**src/rtl/rcs_pkg.sv**
```systemverilog
// Shared types and constants for the RGB contrast stretch block.
// No dependencies; imported by rgb_contrast_stretch, rcs_chan, rcs_checker and the testbench.
package rcs_pkg;

  localparam int unsigned ChanW    = 8;
  localparam int unsigned DivSteps = 8;
  localparam int unsigned StepW    = 3;
  localparam logic [ChanW-1:0] FullScale = 8'd255;

  localparam logic MODE_LOAD = 1'b0;
  localparam logic MODE_EMIT = 1'b1;

  localparam logic STATUS_OK       = 1'b0;
  localparam logic STATUS_NOT_RDY  = 1'b1;

  // Register selects on paddr[2]
  localparam logic REG_WIDTH  = 1'b0;
  localparam logic REG_HEIGHT = 1'b1;

  typedef struct packed {
    logic             mode;
    logic [ChanW-1:0] red;
    logic [ChanW-1:0] green;
    logic [ChanW-1:0] blue;
  } pixel_in_t;

  typedef struct packed {
    logic [ChanW-1:0] out_red;
    logic [ChanW-1:0] out_green;
    logic [ChanW-1:0] out_blue;
    logic             status;
    logic             last;
  } pixel_out_t;

  // One channel's job for the stretch unit
  typedef struct packed {
    logic [ChanW-1:0] value;
    logic [ChanW-1:0] lo;
    logic [ChanW-1:0] hi;
  } chan_req_t;

endpackage

```
**src/rtl/rcs_chan.sv**
```systemverilog
// One-channel stretch unit: (v-lo)*255/(hi-lo), one quotient bit per cycle.
// Depends on rcs_pkg.
module rcs_chan
  import rcs_pkg::*;
(
  input  logic             clk_i,
  input  logic             rst_ni,
  input  logic             start_i,
  input  chan_req_t        req_i,
  output logic             done_o,
  output logic [ChanW-1:0] result_o
);

  logic               busy_q, busy_d;
  logic [StepW-1:0]   cnt_q, cnt_d;
  logic               bypass_q, bypass_d;
  logic [ChanW-1:0]   value_q, value_d;
  logic [ChanW-1:0]   span_q, span_d;
  logic [ChanW-1:0]   rem_q, rem_d;
  logic [ChanW-1:0]   nlow_q, nlow_d;
  logic [ChanW-1:0]   quo_q, quo_d;

  logic [ChanW-1:0]   span_w;
  logic [ChanW-1:0]   diff_w;
  logic [2*ChanW-1:0] num_w;
  logic [ChanW:0]     trial_w;
  logic               fits_w;

  // Set-up: clamp the offset into 0..span and scale by 255 as (d<<8)-d
  always_comb begin
    span_w = req_i.hi - req_i.lo;
    diff_w = (req_i.value >= req_i.lo) ? (req_i.value - req_i.lo) : '0;
    if (diff_w > span_w) begin
      diff_w = span_w;
    end
    num_w = {diff_w, {ChanW{1'b0}}} - {{ChanW{1'b0}}, diff_w};
  end

  // Restoring step; the partial remainder stays below span
  assign trial_w = {rem_q, nlow_q[ChanW-1]};
  assign fits_w  = (trial_w >= {1'b0, span_q});

  always_comb begin
    busy_d   = busy_q;
    cnt_d    = cnt_q;
    bypass_d = bypass_q;
    value_d  = value_q;
    span_d   = span_q;
    rem_d    = rem_q;
    nlow_d   = nlow_q;
    quo_d    = quo_q;
    if (start_i) begin
      busy_d   = 1'b1;
      cnt_d    = '0;
      bypass_d = (req_i.hi <= req_i.lo);
      value_d  = req_i.value;
      span_d   = span_w;
      rem_d    = num_w[2*ChanW-1:ChanW];
      nlow_d   = num_w[ChanW-1:0];
      quo_d    = '0;
    end else if (busy_q) begin
      rem_d  = fits_w ? ChanW'(trial_w - {1'b0, span_q}) : trial_w[ChanW-1:0];
      nlow_d = {nlow_q[ChanW-2:0], 1'b0};
      quo_d  = {quo_q[ChanW-2:0], fits_w};
      cnt_d  = cnt_q + StepW'(1);
      if (cnt_q == StepW'(DivSteps - 1)) begin
        busy_d = 1'b0;
      end
    end
  end

  always_ff @(posedge clk_i or negedge rst_ni) begin
    if (!rst_ni) begin
      busy_q <= 1'b0;
      cnt_q  <= '0;
    end else begin
      busy_q <= busy_d;
      cnt_q  <= cnt_d;
    end
  end

  always_ff @(posedge clk_i) begin
    bypass_q <= bypass_d;
    value_q  <= value_d;
    span_q   <= span_d;
    rem_q    <= rem_d;
    nlow_q   <= nlow_d;
    quo_q    <= quo_d;
  end

  assign done_o   = busy_q && (cnt_q == StepW'(DivSteps - 1));
  assign result_o = bypass_q ? value_q : quo_q;

endmodule

```
**config.mk**
```make
export PLATFORM = sky130hd
export DESIGN_NAME = rcs_chan
export DESIGN_NICKNAME = d
export VERILOG_FILES = /design/src/rtl/rcs_pkg.sv /design/src/rtl/rcs_chan.sv
export SDC_FILE = /design/constraint.sdc
export NUM_CORES = 1
export LEC_CHECK = 0
export BUFFER_PORTS_ARGS = -buffer_cell sky130_fd_sc_hd__buf_2
export CAP_MARGIN = 5
export CORE_MARGIN = 2
export CORE_UTILIZATION = 55
export DETAILED_ROUTE_END_ITERATION = 8
export PLACE_DENSITY = 0.78
export SLEW_MARGIN = 20
export SYNTH_ARGS = -nofsm -noshare
export SYNTH_HDL_FRONTEND = slang
export SYNTH_SLANG_ARGS = --single-unit
```
**constraint.sdc**
```tcl
create_clock -name clk_i -period 3.2 [get_ports clk_i]
set_input_delay 0.32 -clock clk_i [delete_from_list [all_inputs] [get_ports clk_i]]
set_output_delay 0.32 -clock clk_i [all_outputs]
set_load 0.01 [all_outputs]
```
* After elaboration in Yosys (flattened, before gate mapping)
Index checks and enable logic that the tools add are counted.
** Word-level totals
- Logic and storage cells :: 33
- Register bits :: 45
- Memories :: 0
- Bits in read-only memories :: 0
- Input port bits :: 27
- Bits in writable memories :: 0
- Output and inout port bits :: 9
- Latch bits :: 0
** Operators by class
- Bitwise logic cells :: 0
- $lt $le $gt $ge :: 4
- Add/sub/neg operators :: 5
- Reduce and logical (&&, ||, !) cells :: 2
- Multipliers :: 0
- Shift-type cells :: 0
- Equal/unequal tests :: 1
- Multiplexer cells :: 13
- Divide/modulo/power cells :: 0
** Operators with widths (number)
- $mux 8 :: 8
- $sub 8x8->8 :: 3
- $sub 16x8->16 :: 1
- $ge 9x8->1 :: 1
- $ge 8x8->1 :: 1
- $gt 8x8->1 :: 1
- $le 8x8->1 :: 1
- $mux 3 :: 2
- $add 3x1->3 const B :: 1
- $eq 3x3->1 const B :: 1
- $mux 1 :: 3
- $reduce_bool 2->1 :: 1
- $logic_and 1x1->1 :: 1

* Depth between registers and ports, before layout
- Word-level depth :: 6
- Gate-level depth with buffers :: 21
- Mapped depth without buffers :: 20

* Worst setup path after synthesis
OpenSTA, ideal clock, no wires.
- Kind :: input port to flip-flop
- Start :: in req_i[16] in the netlist's numbering
- End :: reg rem_q[2] (data pin)
- Library setup time :: 0.259 ns
- Data arrival time :: 3.761 ns
- Path slack :: -0.820 ns
- Data required time :: 2.941 ns
- Stages :: 19
- Cells stage by stage :: inv_1 > ha_1 > fa_1 > nand2b_1 > a21oi_2 > o21ai_2 > and2_1 > nor2_1 > ha_1 > nor2b_1 > o211ai_1 > a211oi_2 > nor2_2 > nor2_1 > a21oi_1 > ha_1 > o211ai_4 > nor3b_1 > o31a_1
** On the way
- Longest elaborated chain between the ends :: 6
** RTL lines
- start, declared :: line rcs_chan.sv:9 : input chan_req_t req_i,
- $sub 8x8->8 or $ge 8x8->1 (tied branches) :: line rcs_chan.sv:32 : diff_w = (req_i.value >= req_i.lo) ? (req_i.value - req_i.lo) : '0;
- $mux 8 * :: line rcs_chan.sv:32
- $gt 8x8->1 :: line rcs_chan.sv:33 : if (diff_w > span_w) begin
- $mux 8 * :: line rcs_chan.sv:33
- $sub 16x8->16 * :: line rcs_chan.sv:36 : num_w = {diff_w, {ChanW{1'b0}}} - {{ChanW{1'b0}}, diff_w};
- $mux 8 * :: line rcs_chan.sv:52 : if (start_i) begin
- net rem_d[2] :: line rcs_chan.sv:19 : logic [ChanW-1:0] rem_q, rem_d;
- end signal, assigned :: line rcs_chan.sv:86 : rem_q <= rem_d;
- end, declared :: line rcs_chan.sv:19
Mark *: on every way through the listed nets, which the timed path passes. The rest lies on a longest branch.
A chain may end at the register's enable or synchronous reset.

* Worst setup path in the final report
- Start :: in req_i[16] in the netlist's numbering
- End :: reg nlow_q[7] (data pin)
** On the way
- Longest elaborated chain between the ends :: 6
** RTL lines
- $sub 8x8->8 or $ge 8x8->1 (tied branches) :: line rcs_chan.sv:32
- $mux 8 * :: line rcs_chan.sv:32
- $gt 8x8->1 :: line rcs_chan.sv:33
- $mux 8 * :: line rcs_chan.sv:33
- $sub 16x8->16 * :: line rcs_chan.sv:36
- $mux 8 * :: line rcs_chan.sv:52
- net nlow_d[7] :: line rcs_chan.sv:20 : logic [ChanW-1:0] nlow_q, nlow_d;
- end signal, assigned :: line rcs_chan.sv:87 : nlow_q <= nlow_d;
- end, declared :: line rcs_chan.sv:20
Marked as above.

==> flow_metrics.tcl <==
set metrics [dict create \
    status "finished, violations left" \
    failed_checks "setup timing" \
    core-area_um2 6420 \
    route.detailed.wl_per_inst_um 21.4 \
    num_rows 29 \
    cts_tree "built" \
    rrSetupSlack_ps 550 \
    ys_ff_latch 45 \
    gate_count_after_technology_mapping 377 \
    critical_path.reg2reg.endpoint "rem_q[2]" \
    first_global_vias 3589 \
    timing.rr.start "span_q[1]" \
    timing.critical_path.buf_inv 6 \
    power_leakage_nw 2.39 \
    grt_util_all_layers_pct 31.9 \
    number_of_vias_after_detailed_routing 3729 \
    grt_use_met2_pct 54.7 \
    synth_area_um2 3690 \
    synth_common_cells "sky130_fd_sc_hd__ha_1, sky130_fd_sc_hd__inv_1, sky130_fd_sc_hd__edfxtp_1, sky130_fd_sc_hd__nor2_1, sky130_fd_sc_hd__nand2_1" \
    largest_net_degree_at_the_start_of_global_routing 52 \
    critPathMaxFanout 4 \
    peak_supply_drop_uv 385 \
    tritoncts_num_sinks 45 \
    utilization_pct 81.7 \
    final_period_demand_of_the_worst_path_ps 3900 \
    initial_antenna_violation_count 0 \
    port-buffer-count 35 \
    worst-setup-path-type "in2reg" \
    worst_hold_startpoint "req_i[16]" \
    max-slew-margin-rel_pct 51.7 \
    die_area_um2 7380 \
    origin_of_the_worst_setup_path "req_i[16]" \
    final.setup.worst_slack_ps -705 \
    yosys_warnings 0 \
    clock_latency_ps 310 \
    synth.area.top_cells "sky130_fd_sc_hd__edfxtp_1, sky130_fd_sc_hd__ha_1, sky130_fd_sc_hd__dfxtp_1, sky130_fd_sc_hd__mux2i_1, sky130_fd_sc_hd__inv_1" \
    grt_setup_unrepaired "true" \
    yosys.area.top_type_share_pct 26.8 \
    post_dp_cell_area_um2 4670 \
    drt_pre_antenna_iters 8 \
    start_util_pct 57.5 \
    critical-path-slowest-cell "sky130_fd_sc_hd__fa_2" \
    synth-seq-area-share_pct 33.9 \
    number_of_enable_flip_flop_cells_after_synthesis 33 \
    syn_avg_cell_area_um2 9.79 \
    synthDistinctLibCells 71 \
    slew_violations 0 \
    setup.worst_path.start_class "primary input" \
    cp_slowest_stage_delay_ps 350 \
    global_route.peak_usage_layer "met2" \
    finalClockSkew_ps 10.4 \
    dp_hpwl_um 7490 \
    most_frequently_used_cell_type_in_the_post_synthesis_netlist "sky130_fd_sc_hd__ha_1" \
    r2r_cells 11 \
    clockBufferDepth 2 \
    cp-end-kind "flip-flop" \
    postRouteAntennaNets 0 \
    routed_wl_um 12500 \
    worst_ep_required_time_ps 3230 \
    max_freq_mhz 256 \
    timing.max_cap.violations 0 \
    async_flop_share_pct 8.89 \
    ioPinCount 36 \
    path_clk_slew_ps 100 \
    chipHeight_um 85.9 \
    layout.cell_area.non_filler_um2 5250 \
    root_buffer "sky130_fd_sc_hd__clkbuf_8" \
    final_min_period_over_clock_period_pct 122 \
    antenna-diode-count 0 \
    power_per_cell_area_nw_per_um2 655 \
    vias_per_cell 6.36 \
    arrival_time_at_the_worst_endpoint_ps 3940 \
    areaGrowthSynthToFinish_pct 42.2 \
    initialDrtViolationCount 370 \
    timing.hold.worst.class "in2reg" \
    setup_viol_count_final 16 \
    min_path_cells 1 \
    critPathTopFamily "compound AO/OA/AOI/OAI gates" \
    tritoncts.num_buffers 5 \
    grt_overflow_total 0 \
    transition_at_the_pin_with_the_smallest_max_transition_slack_ps 723 \
    use_met1_pct 38.9 \
    post-route-drc-count 0 \
    global_route_wire_length_before_repair_um 18300 \
    synth.net_count 443 \
    final_hold_viol_count 0 \
    htreeDepth 2 \
    synth_ff_type "sky130_fd_sc_hd__edfxtp_1" \
    drive_gt1_share_pct 44.6 \
    gr-usage-met3_pct 5.20 \
    fin_nets 574 \
    path_cells "buf_12, inv_12, ha_4, fa_2, nand2b_4, a21oi_4, buf_6, nand4_1, a32oi_4, ha_4, nand4_4, nor2_4, a211oi_4, buf_4, buf_6, o211ai_1, o21ai_1, buf_4, nand4_1, xnor2_1, a21oi_1" \
    netlist.top_cell.by_area "sky130_fd_sc_hd__edfxtp_1" \
    chipWidth_um 85.9 \
    worst_hold_path.endpoint "value_q[0]" \
    gpl.final_weighted_congestion 0.929 \
]
==> power by group <==
group	internal (mW)	switching [mW]
sequential	0.807	0.0751
clock	0.234	0.214
combinational	1.01	1.10
total	2.05	1.39
==> per-stage QoR <==
step                total power [mW]  hold WS [ps]  cells  setup TNS [ps]  setup WS, ps
floorplan                       2.02          24.4    377           -6830          -616
detailed placement              2.54           128    563          -13010          -976
global route                    3.58           196    586           -9240          -733
finish                          3.44           203    586           -8420          -705
CTS                             3.18           222    579           -4060          -367
global placement                2.48           126    563          -11960          -873
==> state kept, by name, summed over array words and instances, names as in the netlist <==
register  count
nlow_q        8
cnt_q         3
value_q       8
rem_q         8
quo_q         8
bypass_q      1
span_q        8
busy_q        1
==> what timing repair did <==
| action | in CTS | in global routing |
|---|---|---|
| gates resized for setup | 52 | 21 |
| pin swaps | 34 | 21 |
| endpoints found under the setup margin | 16 | 16 |
| setup buffers | 7 | 7 |
| endpoints found under the hold margin | 4 | 0 |
| hold buffers | 1 | 0 |
==> worst max-delay path by stage <==
| stage | endpoint | cells after the start | slack (ps) |
|---|---|---|---|
| after CTS | rem_q[2] | 22 | -370 |
| final | nlow_q[7] | 21 | -700 |
| after global placement | nlow_q[2] | 18 | -870 |
| after detailed placement | rem_q[6] | 21 | -980 |
| after floorplan | rem_q[2] | 18 | -620 |
| after global routing | nlow_q[7] | 20 | -730 |
==> cell usage in the layout (no fill, tap or decap), types with 6 or more instances in the layout <==
cell type	synthesis	final
sky130_fd_sc_hd__nor2_4	1	7
sky130_fd_sc_hd__inv_1	34	28
sky130_fd_sc_hd__nand2_1	21	18
sky130_fd_sc_hd__nor2b_1	7	7
sky130_fd_sc_hd__nor2_1	33	26
sky130_fd_sc_hd__buf_6	2	11
sky130_fd_sc_hd__buf_4	0	90
sky130_fd_sc_hd__o21a_1	7	7
sky130_fd_sc_hd__edfxtp_1	33	33
sky130_fd_sc_hd__a21oi_1	18	14
sky130_fd_sc_hd__ha_1	36	23
sky130_fd_sc_hd__o211ai_1	6	6
sky130_fd_sc_hd__xnor2_1	14	10
sky130_fd_sc_hd__mux2_2	11	9
sky130_fd_sc_hd__dfxtp_1	8	8
sky130_fd_sc_hd__o21ai_0	18	12
sky130_fd_sc_hd__mux2i_1	16	16
sky130_fd_sc_hd__nand4_1	6	6
sky130_fd_sc_hd__ha_4	0	11
sky130_fd_sc_hd__buf_2	2	31
sky130_fd_sc_hd__xor2_1	6	6
==> cell type report <==
class                      count  area, um^2
clock buffer                   5        68.8
clock inverter                 3        46.3
fill                         335        1170
inverter                      35         146
multi-input combinational    286        2640
sequential                    45        1250
tap                           77        96.3
timing repair buffer         135        1000
==> logic make-up (layout without fill, tap and decap cells) <==
| logic type | after synthesis | after routing | synth area share, % |
|---|---|---|---|
| AOI/OAI and AO/OA | 97 | 97 | 19.6 |
| xor gates and xnor gates | 21 | 21 | 5.19 |
| adders and majority gates | 39 | 39 | 13.8 |
| buffers and inverters | 46 | 178 | 5.42 |
| DFF | 45 | 45 | 33.9 |
| muxes | 27 | 27 | 7.69 |
| and+or+nand+nor | 102 | 102 | 14.3 |
==> metal layers <==
metal	up-vias	routed length (um)
met1	1741	4730
li1	1652	-
met4	0	801
met5	-	0
met3	84	963
met2	252	6030
Note: power is estimated with default switching activity, not from simulation.
